File: config.mk
export PLATFORM = sky130hd
export DESIGN_NAME = hall_peak_detector
export DESIGN_NICKNAME = d
export VERILOG_FILES = /design/src/rtl/core/hpd_pkg.sv /design/src/rtl/core/hpd_ctrl.sv /design/src/rtl/core/hpd_datapath.sv /design/src/rtl/core/hall_peak_detector.sv
export SDC_FILE = /design/constraint.sdc
export NUM_CORES = 1
export LEC_CHECK = 0
export CAP_MARGIN = 20
export CORE_MARGIN = 4
export CORE_UTILIZATION = 35
export CTS_CLUSTER_DIAMETER = 120
export DETAILED_ROUTE_END_ITERATION = 10
export DONT_BUFFER_PORTS = 1
export HOLD_SLACK_MARGIN = 0.1
export MAX_ROUTING_LAYER = met4
export SLEW_MARGIN = 15
export SYNTH_ARGS = -nofsm -noshare
export SYNTH_HDL_FRONTEND = slang
export SYNTH_HIERARCHICAL = 1
export SYNTH_SLANG_ARGS = --single-unit
export TNS_END_PERCENT = 50
File: constraint.sdc
create_clock -name clock -period 6.2 [get_ports clock]
set_input_delay 1.55 -clock clock [delete_from_list [all_inputs] [get_ports clock]]
set_output_delay 1.55 -clock clock [all_outputs]
set_load 0.1 [all_outputs]
File: src/rtl/core/hpd_pkg.sv
// Shared types and constants of the Hall sensor peak detector.
package hpd_pkg;

   // Register field widths
   localparam int CSR_DATA_W = 16;
   localparam int CSR_IDX_W  = 3;
   localparam int MC_W       = 12;
   localparam int AMP_W      = 12;
   localparam int REF_W      = 16;
   localparam int TIME_W     = 32;
   localparam int CNT_W      = 4;

   // Register reset values
   localparam logic [MC_W-1:0]  MIN_CHANGE_RST    = MC_W'(30);
   localparam logic [AMP_W-1:0] MIN_AMPLITUDE_RST = AMP_W'(200);
   localparam logic [REF_W-1:0] REF_NORMAL_RST    = REF_W'(200);
   localparam logic [REF_W-1:0] REF_CALIB_RST     = REF_W'(100);

   // Register indexes
   typedef enum logic [CSR_IDX_W-1:0] {
      CSR_MIN_CHANGE    = 3'd0,
      CSR_MIN_AMPLITUDE = 3'd1,
      CSR_REF_NORMAL    = 3'd2,
      CSR_REF_CALIB     = 3'd3
   } csr_index_type;

   // Controller to datapath commands
   typedef struct packed {
      logic capture;   // latch the incoming word
      logic prime;     // first sample: seed history and baseline
      logic detect;    // peak test and refractory update
      logic mul;       // form baseline * count + sample
      logic div_step;  // one restoring division step
      logic settle;    // write new baseline, shift history
   } cmd_type;

   // Datapath to controller status
   typedef struct packed {
      logic primed;
      logic settling;
      logic div_last;
   } status_type;

endpackage

File: src/rtl/core/hpd_ctrl.sv
// Sequencer of the Hall sensor peak detector: handshakes and datapath commands.
module hpd_ctrl
   import hpd_pkg::*;
(
   input  logic       clock,
   input  logic       reset,
   input  logic       req_valid,
   output logic       req_ready,
   output logic       rsp_valid,
   input  logic       rsp_ready,
   input  status_type status,
   output cmd_type    cmd
);

   typedef enum logic [2:0] {
      ST_IDLE,
      ST_EVAL,
      ST_MUL,
      ST_DIV,
      ST_SETTLE
   } state_type;

   state_type state_ff;
   state_type state_in;
   logic      rsp_valid_ff;
   logic      out_free;
   logic      load_rsp;

   // Output register can take a new word this cycle
   assign out_free = !rsp_valid_ff || rsp_ready;

   // Next state and commands
   always_comb begin
      state_in  = state_ff;
      cmd       = '0;
      req_ready = 1'b0;
      case (state_ff)
         ST_IDLE: begin
            req_ready   = 1'b1;
            cmd.capture = req_valid;
            if (req_valid) begin
               state_in = ST_EVAL;
            end
         end
         ST_EVAL: begin
            if (status.primed && status.settling) begin
               state_in = ST_MUL;
            end else if (out_free) begin
               cmd.prime  = !status.primed;
               cmd.detect = status.primed;
               state_in   = ST_IDLE;
            end
         end
         ST_MUL: begin
            cmd.mul  = 1'b1;
            state_in = ST_DIV;
         end
         ST_DIV: begin
            cmd.div_step = 1'b1;
            if (status.div_last) begin
               state_in = ST_SETTLE;
            end
         end
         ST_SETTLE: begin
            if (out_free) begin
               cmd.settle = 1'b1;
               state_in   = ST_IDLE;
            end
         end
         default: begin
            state_in = ST_IDLE;
         end
      endcase
   end

   assign load_rsp  = cmd.prime || cmd.detect || cmd.settle;
   assign rsp_valid = rsp_valid_ff;

   // State and result valid flag
   always_ff @(posedge clock) begin
      if (reset) begin
         state_ff     <= ST_IDLE;
         rsp_valid_ff <= 1'b0;
      end else begin
         state_ff <= state_in;
         if (load_rsp) begin
            rsp_valid_ff <= 1'b1;
         end else if (rsp_ready) begin
            rsp_valid_ff <= 1'b0;
         end
      end
   end

endmodule

File: src/rtl/core/hpd_datapath.sv
// Datapath of the Hall sensor peak detector: registers, history, divider, peak test.
module hpd_datapath
   import hpd_pkg::*;
#(
   parameter int SETTLE_SAMPLES = 10,
   parameter int SAMPLE_BITS    = 12
) (
   input  logic                   clock,
   input  logic                   reset,
   input  logic                   csr_write,
   input  logic [CSR_IDX_W-1:0]   csr_index,
   input  logic [CSR_DATA_W-1:0]  csr_wdata,
   input  logic [SAMPLE_BITS-1:0] req_sample,
   input  logic                   req_calib_mode,
   input  logic [TIME_W-1:0]      req_now_ms,
   input  cmd_type                cmd,
   output status_type             status,
   output logic                   rsp_peak_flag
);

   localparam int NUM_W     = SAMPLE_BITS + CNT_W;
   localparam int DIV_CNT_W = $clog2(NUM_W);
   localparam int CMP_W     = ((SAMPLE_BITS > MC_W) ? SAMPLE_BITS : MC_W) + 2;

   // Configuration registers
   logic [MC_W-1:0]  min_change_ff;
   logic [AMP_W-1:0] min_amp_ff;
   logic [REF_W-1:0] ref_normal_ff;
   logic [REF_W-1:0] ref_calib_ff;

   // Captured word
   logic [SAMPLE_BITS-1:0] smp_ff;
   logic                   calib_ff;
   logic [TIME_W-1:0]      now_ff;

   // Detector state
   logic                   primed_ff,  primed_in;
   logic [SAMPLE_BITS-1:0] last_ff,    last_in;
   logic [SAMPLE_BITS-1:0] older_ff,   older_in;
   logic [SAMPLE_BITS-1:0] base_ff,    base_in;
   logic [CNT_W-1:0]       cnt_ff,     cnt_in;
   logic                   in_ref_ff,  in_ref_in;
   logic [TIME_W-1:0]      pk_time_ff, pk_time_in;
   logic                   peak_ff,    peak_in;

   // Divider state: numerator shifts out, quotient shifts in
   logic [NUM_W-1:0]     num_ff,     num_in;
   logic [CNT_W-1:0]     rem_ff,     rem_in;
   logic [DIV_CNT_W-1:0] div_cnt_ff, div_cnt_in;

   logic [NUM_W-1:0]         prod;
   logic [CNT_W:0]           rem_shift;
   logic [CNT_W:0]           divisor;
   logic                     div_ge;
   logic [CNT_W:0]           rem_diff;

   logic signed [CMP_W-1:0]  s_x, last_x, older_x, base_x, mc_x, amp_x;
   logic signed [CMP_W-1:0]  chg_now, chg_prev, base_diff, dist_abs;
   logic                     peak_hit;
   logic [REF_W-1:0]         interval;
   logic [TIME_W-1:0]        elapsed;
   logic                     expired;

   // Multiply for the running mean numerator
   assign prod = NUM_W'(base_ff) * NUM_W'(cnt_ff);

   // One restoring division step
   assign rem_shift = {rem_ff, num_ff[NUM_W-1]};
   assign divisor   = {1'b0, cnt_ff} + (CNT_W+1)'(1);
   assign div_ge    = (rem_shift >= divisor);
   assign rem_diff  = rem_shift - divisor;

   // Signed differences for the peak test
   assign s_x       = $signed(CMP_W'(smp_ff));
   assign last_x    = $signed(CMP_W'(last_ff));
   assign older_x   = $signed(CMP_W'(older_ff));
   assign base_x    = $signed(CMP_W'(base_ff));
   assign mc_x      = $signed(CMP_W'(min_change_ff));
   assign amp_x     = $signed(CMP_W'(min_amp_ff));
   assign chg_now   = s_x - last_x;
   assign chg_prev  = last_x - older_x;
   assign base_diff = s_x - base_x;
   assign dist_abs  = base_diff[CMP_W-1] ? -base_diff : base_diff;
   assign peak_hit  = (chg_prev > mc_x) && (chg_now < -mc_x) && (dist_abs > amp_x);

   // Refractory timing, wraps modulo 2^32
   assign interval = calib_ff ? ref_calib_ff : ref_normal_ff;
   assign elapsed  = now_ff - pk_time_ff;
   assign expired  = elapsed > TIME_W'(interval);

   // Next values of state
   always_comb begin
      primed_in  = primed_ff;
      last_in    = last_ff;
      older_in   = older_ff;
      base_in    = base_ff;
      cnt_in     = cnt_ff;
      in_ref_in  = in_ref_ff;
      pk_time_in = pk_time_ff;
      peak_in    = peak_ff;
      num_in     = num_ff;
      rem_in     = rem_ff;
      div_cnt_in = div_cnt_ff;
      if (cmd.prime) begin
         primed_in = 1'b1;
         last_in   = smp_ff;
         older_in  = smp_ff;
         base_in   = smp_ff;
         cnt_in    = '0;
         peak_in   = 1'b0;
      end
      if (cmd.mul) begin
         num_in     = prod + NUM_W'(smp_ff);
         rem_in     = '0;
         div_cnt_in = '0;
      end
      if (cmd.div_step) begin
         num_in     = {num_ff[NUM_W-2:0], div_ge};
         rem_in     = div_ge ? rem_diff[CNT_W-1:0] : rem_shift[CNT_W-1:0];
         div_cnt_in = div_cnt_ff + DIV_CNT_W'(1);
      end
      if (cmd.settle) begin
         base_in  = num_ff[SAMPLE_BITS-1:0];
         older_in = last_ff;
         last_in  = smp_ff;
         cnt_in   = cnt_ff + CNT_W'(1);
         peak_in  = 1'b0;
      end
      if (cmd.detect) begin
         older_in = last_ff;
         last_in  = smp_ff;
         peak_in  = 1'b0;
         if (!in_ref_ff) begin
            if (peak_hit) begin
               peak_in    = 1'b1;
               in_ref_in  = 1'b1;
               pk_time_in = now_ff;
            end
         end else if (expired) begin
            in_ref_in = 1'b0;
         end
      end
   end

   // Configuration and control state
   always_ff @(posedge clock) begin
      if (reset) begin
         min_change_ff <= MIN_CHANGE_RST;
         min_amp_ff    <= MIN_AMPLITUDE_RST;
         ref_normal_ff <= REF_NORMAL_RST;
         ref_calib_ff  <= REF_CALIB_RST;
         primed_ff     <= 1'b0;
         cnt_ff        <= '0;
         in_ref_ff     <= 1'b0;
         last_ff       <= '0;
         older_ff      <= '0;
         base_ff       <= '0;
         pk_time_ff    <= '0;
      end else begin
         if (csr_write) begin
            case (csr_index)
               CSR_MIN_CHANGE:    min_change_ff <= csr_wdata[MC_W-1:0];
               CSR_MIN_AMPLITUDE: min_amp_ff    <= csr_wdata[AMP_W-1:0];
               CSR_REF_NORMAL:    ref_normal_ff <= csr_wdata[REF_W-1:0];
               CSR_REF_CALIB:     ref_calib_ff  <= csr_wdata[REF_W-1:0];
               default: ;
            endcase
         end
         primed_ff  <= primed_in;
         cnt_ff     <= cnt_in;
         in_ref_ff  <= in_ref_in;
         last_ff    <= last_in;
         older_ff   <= older_in;
         base_ff    <= base_in;
         pk_time_ff <= pk_time_in;
      end
   end

   // Payload registers
   always_ff @(posedge clock) begin
      if (cmd.capture) begin
         smp_ff   <= req_sample;
         calib_ff <= req_calib_mode;
         now_ff   <= req_now_ms;
      end
      num_ff     <= num_in;
      rem_ff     <= rem_in;
      div_cnt_ff <= div_cnt_in;
      peak_ff    <= peak_in;
   end

   assign status.primed   = primed_ff;
   assign status.settling = (cnt_ff < CNT_W'(SETTLE_SAMPLES));
   assign status.div_last = (div_cnt_ff == DIV_CNT_W'(NUM_W - 1));
   assign rsp_peak_flag   = peak_ff;

endmodule

File: src/rtl/core/hall_peak_detector.sv
// Priming and detection words are evaluated in the state after the accept, and the result
// is registered; settling words first pass the multiply, the bit-serial mean divider and
// the settle state. Evaluation and settling wait while an earlier result is still held;
// one word is processed at a time and a waiting result does not block the next accept.
// Reset: synchronous, active high; thresholds return to their defaults, history and
// baseline clear, and the next word primes the detector.
module hall_peak_detector
   import hpd_pkg::*;
#(
   parameter int SETTLE_SAMPLES = 10,
   parameter int SAMPLE_BITS    = 12
) (
   input  logic                   clock,
   input  logic                   reset,
   input  logic                   csr_write,
   input  logic [CSR_IDX_W-1:0]   csr_index,
   input  logic [CSR_DATA_W-1:0]  csr_wdata,
   input  logic                   req_valid,
   output logic                   req_ready,
   input  logic [SAMPLE_BITS-1:0] req_sample,
   input  logic                   req_calib_mode,
   input  logic [TIME_W-1:0]      req_now_ms,
   output logic                   rsp_valid,
   input  logic                   rsp_ready,
   output logic                   rsp_peak_flag
);

   cmd_type    cmd;
   status_type status;

   // Sequencer
   hpd_ctrl u_ctrl (
      .clock     (clock),
      .reset     (reset),
      .req_valid (req_valid),
      .req_ready (req_ready),
      .rsp_valid (rsp_valid),
      .rsp_ready (rsp_ready),
      .status    (status),
      .cmd       (cmd)
   );

   // Datapath
   hpd_datapath #(
      .SETTLE_SAMPLES (SETTLE_SAMPLES),
      .SAMPLE_BITS    (SAMPLE_BITS)
   ) u_dp (
      .clock          (clock),
      .reset          (reset),
      .csr_write      (csr_write),
      .csr_index      (csr_index),
      .csr_wdata      (csr_wdata),
      .req_sample     (req_sample),
      .req_calib_mode (req_calib_mode),
      .req_now_ms     (req_now_ms),
      .cmd            (cmd),
      .status         (status),
      .rsp_peak_flag  (rsp_peak_flag)
   );

endmodule

# [After elaboration in Yosys (flattened, before gate mapping)]
# Cells that the tools add are included.
[classes] add_sub_neg=11 n_mul=1 magnitude_cmp=6 n_eq_ne=10 muxes=39 bitwise_logic=1 reduce_logical=20
[op_table] operator="$mux W12" count=6
[op_table] operator="$mux W16" count=3
[op_table] operator="$sub A12 B12 Y13" count=3
[op_table] operator="$gt A32 B16 Y1" count=1
[op_table] operator="$sub A32 B32 Y32" count=1
[op_table] operator="$gt A14 B13 Y1" count=2
[op_table] operator="$mux W4" count=6
[op_table] operator="$add A16 B12 Y16" count=1
[op_table] operator="$mul A12 B4 Y16" count=1
[op_table] operator="$mux W1" count=15
[op_table] operator="$pmux W3 S5" count=1
[op_table] operator="$lt A14 B14 Y1" count=1
[op_table] operator="$mux W14" count=1
[op_table] operator="$neg A12 Y14" count=1
[op_table] operator="$neg A14 Y14" count=1
[op_table] operator="$eq A3 B2 Y1 const B" count=4
[op_table] operator="$mux W3" count=4
[op_table] operator="$reduce_and A2 Y1" count=5
[op_table] operator="$add A4 B1 Y4 const B" count=2
[op_table] operator="$eq A3 B1 Y1 const B" count=2
[op_table] operator="$logic_not A3 Y1" count=2
[op_table] operator="$mux W2" count=3
[op_table] operator="$reduce_bool A2 Y1" count=3
[op_table] operator="$add A4 B1 Y5 const B" count=1
[op_table] operator="12 further kinds" count=18
[word_totals] ff_bits=204 in_bits=69 output_inout_bits=3

# [Longest topological paths before layout]
# Gate-level depths: netlist (run 1).
[logic_depth] ltp_word=8 ltp_mapped=22 mapped_depth_nobuf=22

# [Hierarchy]
# The synthesis (run 1) kept the hierarchy.
[modules_own_cells] module="hpd_datapath" n_inst=1 cells_per_inst=1740 area_per_inst_um2=14595.2
[modules_own_cells] module="hpd_ctrl" n_inst=1 cells_per_inst=35 area_per_inst_um2=309.0

# [Least setup slack after synthesis (run 1)]
# No wires, ideal clock.
[synth_timing] kind="flip-flop to flip-flop" start="register u_dp.smp_ff[0]" end="register u_dp.pk_time_ff[12]" t_arrival_ns=4.595 slack_ns=1.473 stages_incl_launch_ff=23 path_buffers=1 period_less_slack_ns=4.727 path_cell_list="edfxtp_1 > inv_1 > ha_1 > inv_1 > fa_1 > a21o_1 > a21oi_1 > o21ai_0 > a21oi_1 > o21bai_1 > a21oi_1 > o21bai_1 > a2111oi_0 > or3_1 > ha_1 > and4_1 > a22oi_1 > nand3b_1 > or4_1 > or4_1 > clkbuf_1 > o21ai_0 > a21oi_1"
[synth_between] elab_chain_len=6 word_cells_on_any_way=9 cone_classes="add/sub: 3; order compare: 2; mux: 1; reduce/logical: 3"
[synth_rtl] element="start: declaration" line_no="hpd_datapath.sv:32" source="logic [SAMPLE_BITS-1:0] smp_ff;"
[synth_rtl] element="start signal: assignment" line_no="hpd_datapath.sv:182" source="smp_ff <= req_sample;"
[synth_rtl] element="$sub A12 B12 Y13" line_no="hpd_datapath.sv:82" source="assign base_diff = s_x - base_x;"
[synth_rtl] element="$neg A14 Y14" line_no="hpd_datapath.sv:83" source="assign dist_abs = base_diff[CMP_W-1] ? -base_diff : base_diff;"
[synth_rtl] element="$mux W14" line_no="hpd_datapath.sv:83"
[synth_rtl] element="$gt A14 B13 Y1" line_no="hpd_datapath.sv:84" source="assign peak_hit = (chg_prev > mc_x) && (chg_now < -mc_x) && (dist_abs > amp_x);"
[synth_rtl] element="$logic_and A1 B1 Y1 (*)" line_no="hpd_datapath.sv:84"
[synth_rtl] element="$reduce_and A3 Y1 (no source line) (*)"
[synth_rtl] element="end signal: assignment" line_no="hpd_datapath.sv:175" source="pk_time_ff <= pk_time_in;"
[synth_rtl] element="end: declaration" line_no="hpd_datapath.sv:43" source="logic [TIME_W-1:0] pk_time_ff, pk_time_in;"
# Mark *: on every way between the ends. The rest lies on a longest branch, timed or not.
# A chain may end at the register's enable or synchronous reset.

# [Worst setup path in the final report (run 1)]
[layout_timing] start="register u_dp.smp_ff[0]" end="register u_dp.pk_time_ff[0]"
# The elaborated chain is that of the path after synthesis.

==> results of run 1 <==
==> Yosys cell counts (all sizes together) (8+ instances only) <==
master | instances | share of area [%]
o211ai | 13 | 0.65
o21a | 13 | 0.65
a31oi | 9 | 0.38
buf | 13 | 0.62
and2 | 21 | 0.88
inv | 162 | 4.1
nor2b | 23 | 0.97
nor3b | 8 | 0.44
a21o | 27 | 1.4
o2111ai | 8 | 0.47
edfxtp | 70 | 14
and3 | 9 | 0.38
a21boi | 11 | 0.58
nand2 | 220 | 5.5
xor2 | 17 | 1.0
clkbuf | 64 | 1.6
a21oi | 185 | 6.2
nand2b | 15 | 0.63
nor2 | 114 | 2.9
ha | 153 | 13
o21ai | 113 | 3.8
xnor2 | 58 | 3.4
dfxtp | 134 | 18
fa | 36 | 4.8
nor3 | 32 | 1.1
nor4 | 13 | 0.55
nand3 | 66 | 2.2
nand4 | 16 | 0.67
or3 | 13 | 0.58
a211oi | 10 | 0.50
mux2i | 33 | 2.2
==> registers in the layout, indices dropped and copies added (netlist names), 3 cells and up <==
| signal | cells |
|---|---|
| u_dp/min_change_ff | 12 |
| u_dp/div_cnt_ff | 4 |
| u_dp/last_ff | 12 |
| u_dp/num_ff | 16 |
| u_dp/min_amp_ff | 12 |
| u_dp/pk_time_ff | 32 |
| u_dp/base_ff | 12 |
| u_dp/now_ff | 32 |
| u_dp/rem_ff | 4 |
| u_dp/cnt_ff | 4 |
| u_dp/ref_calib_ff | 16 |
| u_ctrl/state_ff | 3 |
| u_dp/smp_ff | 12 |
| u_dp/older_ff | 12 |
| u_dp/ref_normal_ff | 16 |
==> final timing paths <==
kind                                     start                           endpoint  slack [ns]  cells after the start
max                   u_dp/smp_ff[0]$_DFFE_PP_    u_dp/pk_time_ff[0]$_SDFFE_PP0P_        1.02                     22
min          u_dp/ref_calib_ff[0]$_SDFFE_PP0P_  u_dp/ref_calib_ff[0]$_SDFFE_PP0P_        0.45                      2
max reg2reg           u_dp/smp_ff[0]$_DFFE_PP_    u_dp/pk_time_ff[0]$_SDFFE_PP0P_        1.02                     22
min reg2reg  u_dp/ref_calib_ff[0]$_SDFFE_PP0P_  u_dp/ref_calib_ff[0]$_SDFFE_PP0P_        0.45                      2
==> final cells by class <==
class / instances / area [sq um] / area share (%)
Clock buffer: 37 / 764 / 4.70
Timing Repair Buffer: 17 / 148 / 0.908
Clock inverter: 9 / 66.3 / 0.408
Antenna cell: 2 / 5.00 / 0.0308
Tap cell: 539 / 674 / 4.15
Sequential cell: 204 / 4780 / 29.4
Inverter: 163 / 612 / 3.76
Multi-Input combinational cell: 1331 / 9210 / 56.6
==> worst max-delay path, stage by stage, from the launching register on <==
cell	delay [ns]
edfxtp_1	0.44
inv_1	0.12
ha_1	0.17
inv_1	0.05
fa_1	0.39
a21o_1	0.17
a21oi_1	0.20
o21ai_0	0.11
a21oi_1	0.23
o21bai_1	0.09
a21oi_1	0.23
o21bai_1	0.11
a2111oi_0	0.38
or3_1	0.21
ha_1	0.26
and4_1	0.23
a22oi_1	0.15
nand3b_1	0.08
or4_1	0.44
or4_1	0.41
buf_4	0.28
o21ai_0	0.21
a21oi_1	0.08
==> power groups by stage <==
| stage | logic, uW | clock network (uW) | registers [uW] |
|---|---|---|---|
| after floorplan | 724 | 0 | 1490 |
| after global placement | 877 | 0 | 1520 |
| after detailed placement | 901 | 0 | 1520 |
| after CTS | 906 | 1510 | 1490 |
| after global routing | 1030 | 1570 | 1490 |
| final | 903 | 1460 | 1490 |
==> through the flow <==
step                      setup WS, ns  power [uW]
after CTS                         1.08        3900
after detailed placement          1.08        2420
after floorplan                   1.47        2220
final                             1.02        3850
after global placement            1.16        2390
after global routing             0.602        4090
==> kinds of logic after synthesis <==
kind of cell / share of synthesized area (%)
buffers and inverters: 6.35
AND/OR/NAND/NOR: 18.3
multiplexers: 2.59
XOR/XNOR: 4.41
AO/OA/AOI/OAI: 18.6
flip-flops: 32.1
adder cells (fa/ha/maj): 17.7
==> per-layer routing <==
metal	share of wire [%]	wire, um	track usage (%)	vias to the layer above
li1	-	-	-	6164
met1	47	18000	21.9	5837
met2	46	17600	27.5	216
met3	4.9	1910	3.32	61
met4	2.6	1000	4.65	0
met5	0	0	-	-
==> impl_metrics.tcl, run 1 <==
set metrics [dict create \
    outcome "finished clean" \
    placed_cell_area_sq_um 15400 \
    cp.required_ns 6.63 \
    skew_ns 0.0216 \
    fin_crit_ns 5.18 \
    start_util_pct 35.5 \
    hold_class "flop to flop" \
    switchingPower_uw 1210 \
    synth.distinct_cells 80 \
    post-route-cell-area_sq_um 16300 \
    power_density_nw_per_um2 237 \
    dp_cells 2254 \
    end_kind "flop" \
    synth_cells 1775 \
    hold_viol 0 \
    synth_edf_count 70 \
    antenna_found_initial 2 \
    port_buffers 0 \
    setup_tns_ns 0 \
    cts.reportedPaths.clkPinSlew_ns 0.06 \
    vias 12278 \
    cts_sinks 204 \
    grt_pass1_wl_mm 63.2 \
    synth-seq-area-share_pct 32.1 \
    clkPwrFrac_pct 37.9 \
    drv_slew 0 \
    tightest_slew_ns 0.981 \
    numCtsBuffers 26 \
    fillers 4263 \
    power_frac_comb_pct 23.4 \
    drc 0 \
    htree_levels 1 \
    ir_drop_uv 186 \
    cts_tree "built" \
    cp_max_fo 33 \
    gr-usage-all-layers_pct 17.0 \
    fin_crit_sh_pct 83.5 \
    fin_nets 2001 \
    drt_iter0_markers 763 \
    post-dp-hpwl_mm 28.1 \
    drtPass1Iterations 5 \
    vias_per_cell 5.33 \
    rows 75 \
    worst_setup_path_start_kind "flop" \
    ctsResizeCount 0 \
    cts_hold_buffers 0 \
    syn_nets 2033 \
    finalCoreUtilization_pct 38.7 \
    yosys_most_used_dff "dfxtp_1" \
    finalHoldWorstSlack_ns 0.454 \
    wl_per_cell_um 16.8 \
    postRouteAntennaNets 0 \
    postCtsSetupRepairBufs 0 \
    cp.arrival_ns 5.60 \
    synthArstFlopShare_pct 0 \
    cap_viol_max_count 0 \
    p_sw_share_pct 31.5 \
    setup_viol 0 \
    ys_warn_count 6 \
    overflow 0 \
    synth_area_sq_um 14900 \
    grt_max_degree 108 \
    syn_avg_cell_area_sq_um 8.40 \
    grt_setup_unrepaired "no" \
    die_w_um 214 \
    gp_congestion 0.902 \
    ys_seq_elements 204 \
    finalNonFillerCells 2302 \
    die_area_sq_um 46000 \
    clock_path_buffers 3 \
    final_cell_mix "nand2_1 (220), a21oi_1 (185), inv_1 (162), ha_1 (153), dfxtp_1 (134)" \
    p_leak_uw 0.00628 \
    root_buffer "clkbuf_16" \
    final_common_cell "nand2_1" \
    syn_to_final_growth_pct 9.10 \
    core_area_sq_um 42000 \
    worstSkewPairLatency_ns 0.56 \
    drive_gt1_share_pct 5.05 \
    drt_wl_total_mm 38.6 \
    fmax_mhz 193 \
    relSlewSlack_pct 34.5 \
    power.internal_uw 2640 \
    die_h_um 214 \
    grt_pass1_vias 12044 \
    ios 72 \
    setup.worst_path.class "flop to flop" \
    seq_power_share_pct 38.7 \
]
Note: power is estimated with default switching activity, not from simulation.
==> run 2: changes to the inputs <==
clock period = 4.6 ns   (was 6.2 ns; I/O delays follow)
==> run 2 against run 1 <==
The run now ends with negative setup slack left. Die area unchanged. Flip-flop and latch count unchanged. Critical path depth up 1. Sequential share of layout area down 1.4 points. Clock-buffer cell count up 1. Hold slack better by 0.0043 ns. Global-route usage up 0.74 points. Routed wire length up 6.7%. Critical endpoint is now u_dp/pk_time_ff[13]$_SDFFE_PP0P_. Largest power group unchanged.
==> impl_metrics.tcl, run 2 (same netlist as run 1, synthesis figures left out) <==
set metrics [dict create \
    outcome "finished, violations left" \
    violations "negative setup slack" \
    hold_class "flop to flop" \
    cpMostUsedCell "a21oi_2" \
    end_kind "flop" \
    largestRegisters "u_dp/now_ff (32), u_dp/pk_time_ff (32)" \
    drv_slew 0 \
    fmax_mhz 202 \
    postRouteAntennaNets 0 \
    cp_slowest_cell "or4_4" \
    setup_tns_ns -8.47 \
    setup_ws_ns -0.359 \
    drive_gt1_share_pct 11.2 \
    root_buffer "clkbuf_16" \
    p_leak_uw 0.00666 \
    drc 0 \
    post-dp-hpwl_mm 29.8 \
    syn_to_final_growth_pct 14.6 \
    finalHoldWorstSlack_ns 0.458 \
    cp.arrival_ns 5.38 \
    cts_sinks 204 \
    cpPeakStageDelay_ns 0.64 \
    gp_congestion 0.883 \
    cp_cell_sequence "inv_2, ha_4, inv_2, fa_2, a21o_1, a21oi_2, o21ai_2, a21oi_2, o21bai_1, a21oi_2, o21bai_1, a2111oi_1, or3_4, ha_4, buf_4, nor2b_1, a31oi_1, or4_4, or4_4, buf_12, buf_16, o21ai_2, a21oi_1" \
    relSlewSlack_pct 31.8 \
    vias 12593 \
    port_buffers 0 \
    cts_tree "built" \
    antenna_found_initial 3 \
    fin_crit_ns 4.96 \
    grt_pass1_vias 12186 \
    hold_viol 0 \
    finalCoreUtilization_pct 40.6 \
    ir_drop_uv 244 \
    fin_nets 2067 \
    cts_hold_buffers 0 \
    grt_max_degree 108 \
    drt_wl_total_mm 41.2 \
    final_common_cell "nand2_1" \
    setup_viol 34 \
    cts.reportedPaths.clkPinSlew_ns 0.06 \
    die_area_sq_um 46000 \
    rows 75 \
    clock_path_buffers 3 \
    grt_pass1_wl_mm 65.5 \
    grt_setup_unrepaired "yes" \
    setup.worst_path.class "flop to flop" \
    overflow 0 \
    htree_levels 1 \
    ios 72 \
    cp_max_fo 8 \
    fin_crit_sh_pct 108 \
    worst_setup_path_start_kind "flop" \
    drtPass1Iterations 5 \
    power_density_nw_per_um2 313 \
    cap_viol_max_count 0 \
    skew_ns 0.0170 \
    gr-usage-all-layers_pct 17.7 \
    drt_iter0_markers 958 \
    worstSkewPairLatency_ns 0.53 \
    wl_per_cell_um 17.4 \
    tightest_slew_ns 1.02 \
    numCtsBuffers 24 \
    die_w_um 214 \
    start_util_pct 35.5 \
    cp.required_ns 5.02 \
    die_h_um 214 \
    core_area_sq_um 42000 \
    vias_per_cell 5.32 \
    final_cell_mix "nand2_1 (220), a21oi_1 (176), inv_1 (160), ha_1 (150), dfxtp_1 (133)" \
]
## run 2: worst max-delay path: cells and delay by family, from the launching register on
family	cells	cell delay, ns
DFF	1	0.40
AOI/OAI and AO/OA	11	1.69
adders and majority gates	3	0.67
and+or+nand+nor	4	1.51
buffers and inverters	5	0.59
## run 2: final timing paths
path / start / to / slack [ns] / depth (start not counted)
setup / recovery: u_dp/smp_ff[0]$_DFFE_PP_ / u_dp/pk_time_ff[13]$_SDFFE_PP0P_ / -0.36 / 23
hold / removal: u_dp/min_amp_ff[8]$_SDFFE_PP0P_ / u_dp/min_amp_ff[8]$_SDFFE_PP0P_ / 0.46 / 2
setup reg to reg: u_dp/smp_ff[0]$_DFFE_PP_ / u_dp/pk_time_ff[13]$_SDFFE_PP0P_ / -0.36 / 23
hold reg to reg: u_dp/min_amp_ff[8]$_SDFFE_PP0P_ / u_dp/min_amp_ff[8]$_SDFFE_PP0P_ / 0.46 / 2
## run 2: final cells by class
type / instances / area [sq um]
well taps: 539 / 674
fillers: 4224 / 25000
repair buffers: 85 / 747
flip-flops and latches: 204 / 4790
clock inverters: 6 / 57.6
diodes: 3 / 7.51
inverters: 163 / 612
clock buffers: 38 / 726
multi-input cells: 1331 / 9480
## run 2: stage by stage
step | setup WS (ns) | cells | cell area (sq um) | total power [uW]
after floorplan | 0.0176 | 1775 | 14900 | 2990
after global placement | -0.0687 | 2295 | 15800 | 3290
after detailed placement | -0.180 | 2295 | 15800 | 3320
after CTS | -0.106 | 2362 | 16900 | 5310
after global routing | -0.432 | 2368 | 17100 | 5660
final | -0.359 | 2369 | 17100 | 5350
## run 2: per-layer routing
layer	vias to the layer above	part of all wire (%)	GRT usage [%]
met2	209	48	29.9
met4	0	2.2	3.76
li1	6295	-	-
met1	6029	46	22.9
met3	60	3.6	2.58
met5	-	0	-
## run 2: power by group
part           switching [uW]  internal, uW
clock network             774          1140
logic                     847           589
registers                72.8          1930
## run 2: timing repair
item | in CTS | in global routing
setup buffers | 21 | 3
pin swaps | 11 | 21
gates resized for setup | 24 | 59
endpoints found under the setup margin | 35 | 39
gates cloned | 2 | 1
==> run 3: changes to the inputs <==
==> constraint.sdc (replaced) <==
create_clock -name clock -period 4.2 [get_ports clock]
set_input_delay 0.63 -clock clock [delete_from_list [all_inputs] [get_ports clock]]
set_output_delay 0.63 -clock clock [all_outputs]
set_load 0.1 [all_outputs]
==> run 3 against run 2 <==
The run still ends with negative setup slack left. Final cell count rose by 2.7%. Fmax rose by 7.9%. Global-route usage barely moved. Clock-buffer cell count fell by 1. Highest routed layer unchanged.
==> impl_metrics.tcl, run 3 (same netlist as run 1, synthesis figures left out) <==
set metrics [dict create \
    setup_ws_ns -0.395 \
    cp_cell_sequence "inv_2, buf_6, ha_4, fa_2, nor2b_2, o21a_1, o31a_1, or3_4, and2_4, buf_4, o31ai_2, xor2_1, ha_1, a21o_1, a21o_1, a221oi_2, o21ai_1, o31a_1, buf_4, a41o_4, clkbuf_16, nand3_1, a21oi_1" \
    final_cell_mix "nand2_1 (220), a21oi_1 (165), inv_1 (160), ha_1 (148), dfxtp_1 (128)" \
    vias 13072 \
    drt_wl_total_mm 43.3 \
    cp_slowest_cell "or3_4" \
    tightest_slew_ns 0.994 \
    post-dp-hpwl_mm 31.0 \
    cts_tree "built" \
    drc 0 \
    gr-usage-all-layers_pct 17.7 \
    cpPeakStageDelay_ns 0.42 \
    p_leak_uw 0.00709 \
    cp.arrival_ns 5.04 \
    die_h_um 214 \
    grt_max_degree 108 \
    post-route-cell-area_sq_um 18100 \
    fmax_mhz 218 \
    gp_congestion 0.903 \
    p_sw_share_pct 32.8 \
    dp_slack_ns -0.483 \
    syn_to_final_growth_pct 21.1 \
    relSlewSlack_pct 33.8 \
    cp_max_fo 8 \
    setup.worst_path.class "flop to flop" \
    cap_viol_max_count 0 \
    ios 72 \
    cts.reportedPaths.clkPinSlew_ns 0.06 \
    vias_per_cell 5.37 \
    antenna_found_initial 3 \
    root_buffer "clkbuf_16" \
    clock_path_buffers 3 \
    grt_setup_unrepaired "yes" \
    switchingPower_uw 2100 \
    drtPass1Iterations 5 \
    htree_levels 1 \
    overflow 0 \
    die_area_sq_um 46000 \
    hold_class "primary input to flop" \
    ir_drop_uv 283 \
    hold_viol 0 \
    clkPwrFrac_pct 35.1 \
    power.internal_uw 4300 \
    setup_viol 34 \
    core_area_sq_um 42000 \
    port_buffers 0 \
    power_frac_comb_pct 30.8 \
    seq_power_share_pct 34.2 \
    violations "negative setup slack" \
    cp.required_ns 4.64 \
    power_density_nw_per_um2 355 \
    worstSkewPairLatency_ns 0.56 \
    fin_crit_sh_pct 109 \
    numCtsBuffers 26 \
    cts_sinks 204 \
    rows 75 \
    drv_slew 0 \
    fin_nets 2131 \
    skew_ns 0.0191 \
    wl_per_cell_um 17.8 \
    die_w_um 214 \
    final_common_cell "nand2_1" \
    cts_hold_buffers 0 \
    postRouteAntennaNets 0 \
    outcome "finished, violations left" \
    worst_setup_path_start_kind "flop" \
    placed_cell_area_sq_um 16300 \
    end_kind "flop" \
    fin_crit_ns 4.59 \
    drive_gt1_share_pct 17.1 \
    drt_iter0_markers 1087 \
    largestRegisters "u_dp/now_ff (32), u_dp/pk_time_ff (32)" \
    grt_pass1_vias 12294 \
    grt_pass1_wl_mm 65.7 \
    start_util_pct 35.5 \
]
## run 3: cell count changes in the layout (fill, tap and decap cells not counted), sizes merged
cell,before,now
buf,85,142
clkbuf,38,42
clkinv,5,8
clkinvlp,0,1
diode,3,2
inv,163,164
## run 3: through the flow
stage	setup TNS (ns)	std cells	hold WS (ns)	power, uW	util [%]
3_5_place_dp	-14.85	2361	0.443	3770	38.7
4_1_cts	-11.44	2414	0.133	6070	41.2
3_3_place_gp	-10.73	2361	0.440	3740	38.7
6_report	-12.17	2434	0.162	6400	42.9
2_1_floorplan	-7.39	1775	0.433	3280	-
5_1_grt	-18.74	2434	0.141	6710	42.9
## run 3: power by group through the flow
stage	Combinational [uW]	Clock, uW	Sequential [uW]
2_1_floorplan	1080	0	2210
3_3_place_gp	1510	0	2230
3_5_place_dp	1540	0	2230
4_1_cts	1580	2300	2190
5_1_grt	2140	2380	2190
6_report	1970	2240	2190
## run 3: path summary, 6_finish.rpt
| kind | cells after the start | startpoint | endpoint | slack (ns) |
|---|---|---|---|---|
| setup / recovery | 23 | u_dp/smp_ff[0]$_DFFE_PP_ | u_dp/pk_time_ff[0]$_SDFFE_PP0P_ | -0.39 |
| hold / removal | 0 | req_now_ms[13] | u_dp/now_ff[13]$_DFFE_PP_ | 0.16 |
| setup reg to reg | 23 | u_dp/smp_ff[0]$_DFFE_PP_ | u_dp/pk_time_ff[0]$_SDFFE_PP0P_ | -0.39 |
| hold reg to reg | 2 | u_dp/ref_normal_ff[10]$_SDFFE_PP0P_ | u_dp/ref_normal_ff[10]$_SDFFE_PP0P_ | 0.45 |
## run 3: final cells by class
type                       instances  area (sq um)
fill                            4128         24000
multi-input combinational       1331          9770
sequential                       204          4800
timing repair buffer             147          1330
clock buffer                      37           763
tap                              539           674
inverter                         163           612
clock inverter                    11           103
antenna                            2          5.00
## run 3: worst max-delay path, delay by kind of cell (launching register included)
kind	cells	cell delay, ns
adders and majority gates	3	0.62
DFF	1	0.40
AOI/OAI and AO/OA	10	1.84
buffers and inverters	5	0.70
xor gates and xnor gates	1	0.20
and+or+nand+nor	4	0.75
## run 3: what timing repair did
action,CTS,global route
gates cloned,1,8
pin swaps,17,55
setup endpoints to repair,38,40
setup buffers,4,11
gates resized for setup,29,119
## run 3: metal layers
metal	global-route usage, %	wire length, um	up-vias
met1	22.9	19300	6273
li1	-	-	6430
met4	3.76	887	0
met3	2.49	2060	73
met5	-	0	-
met2	29.9	21100	296
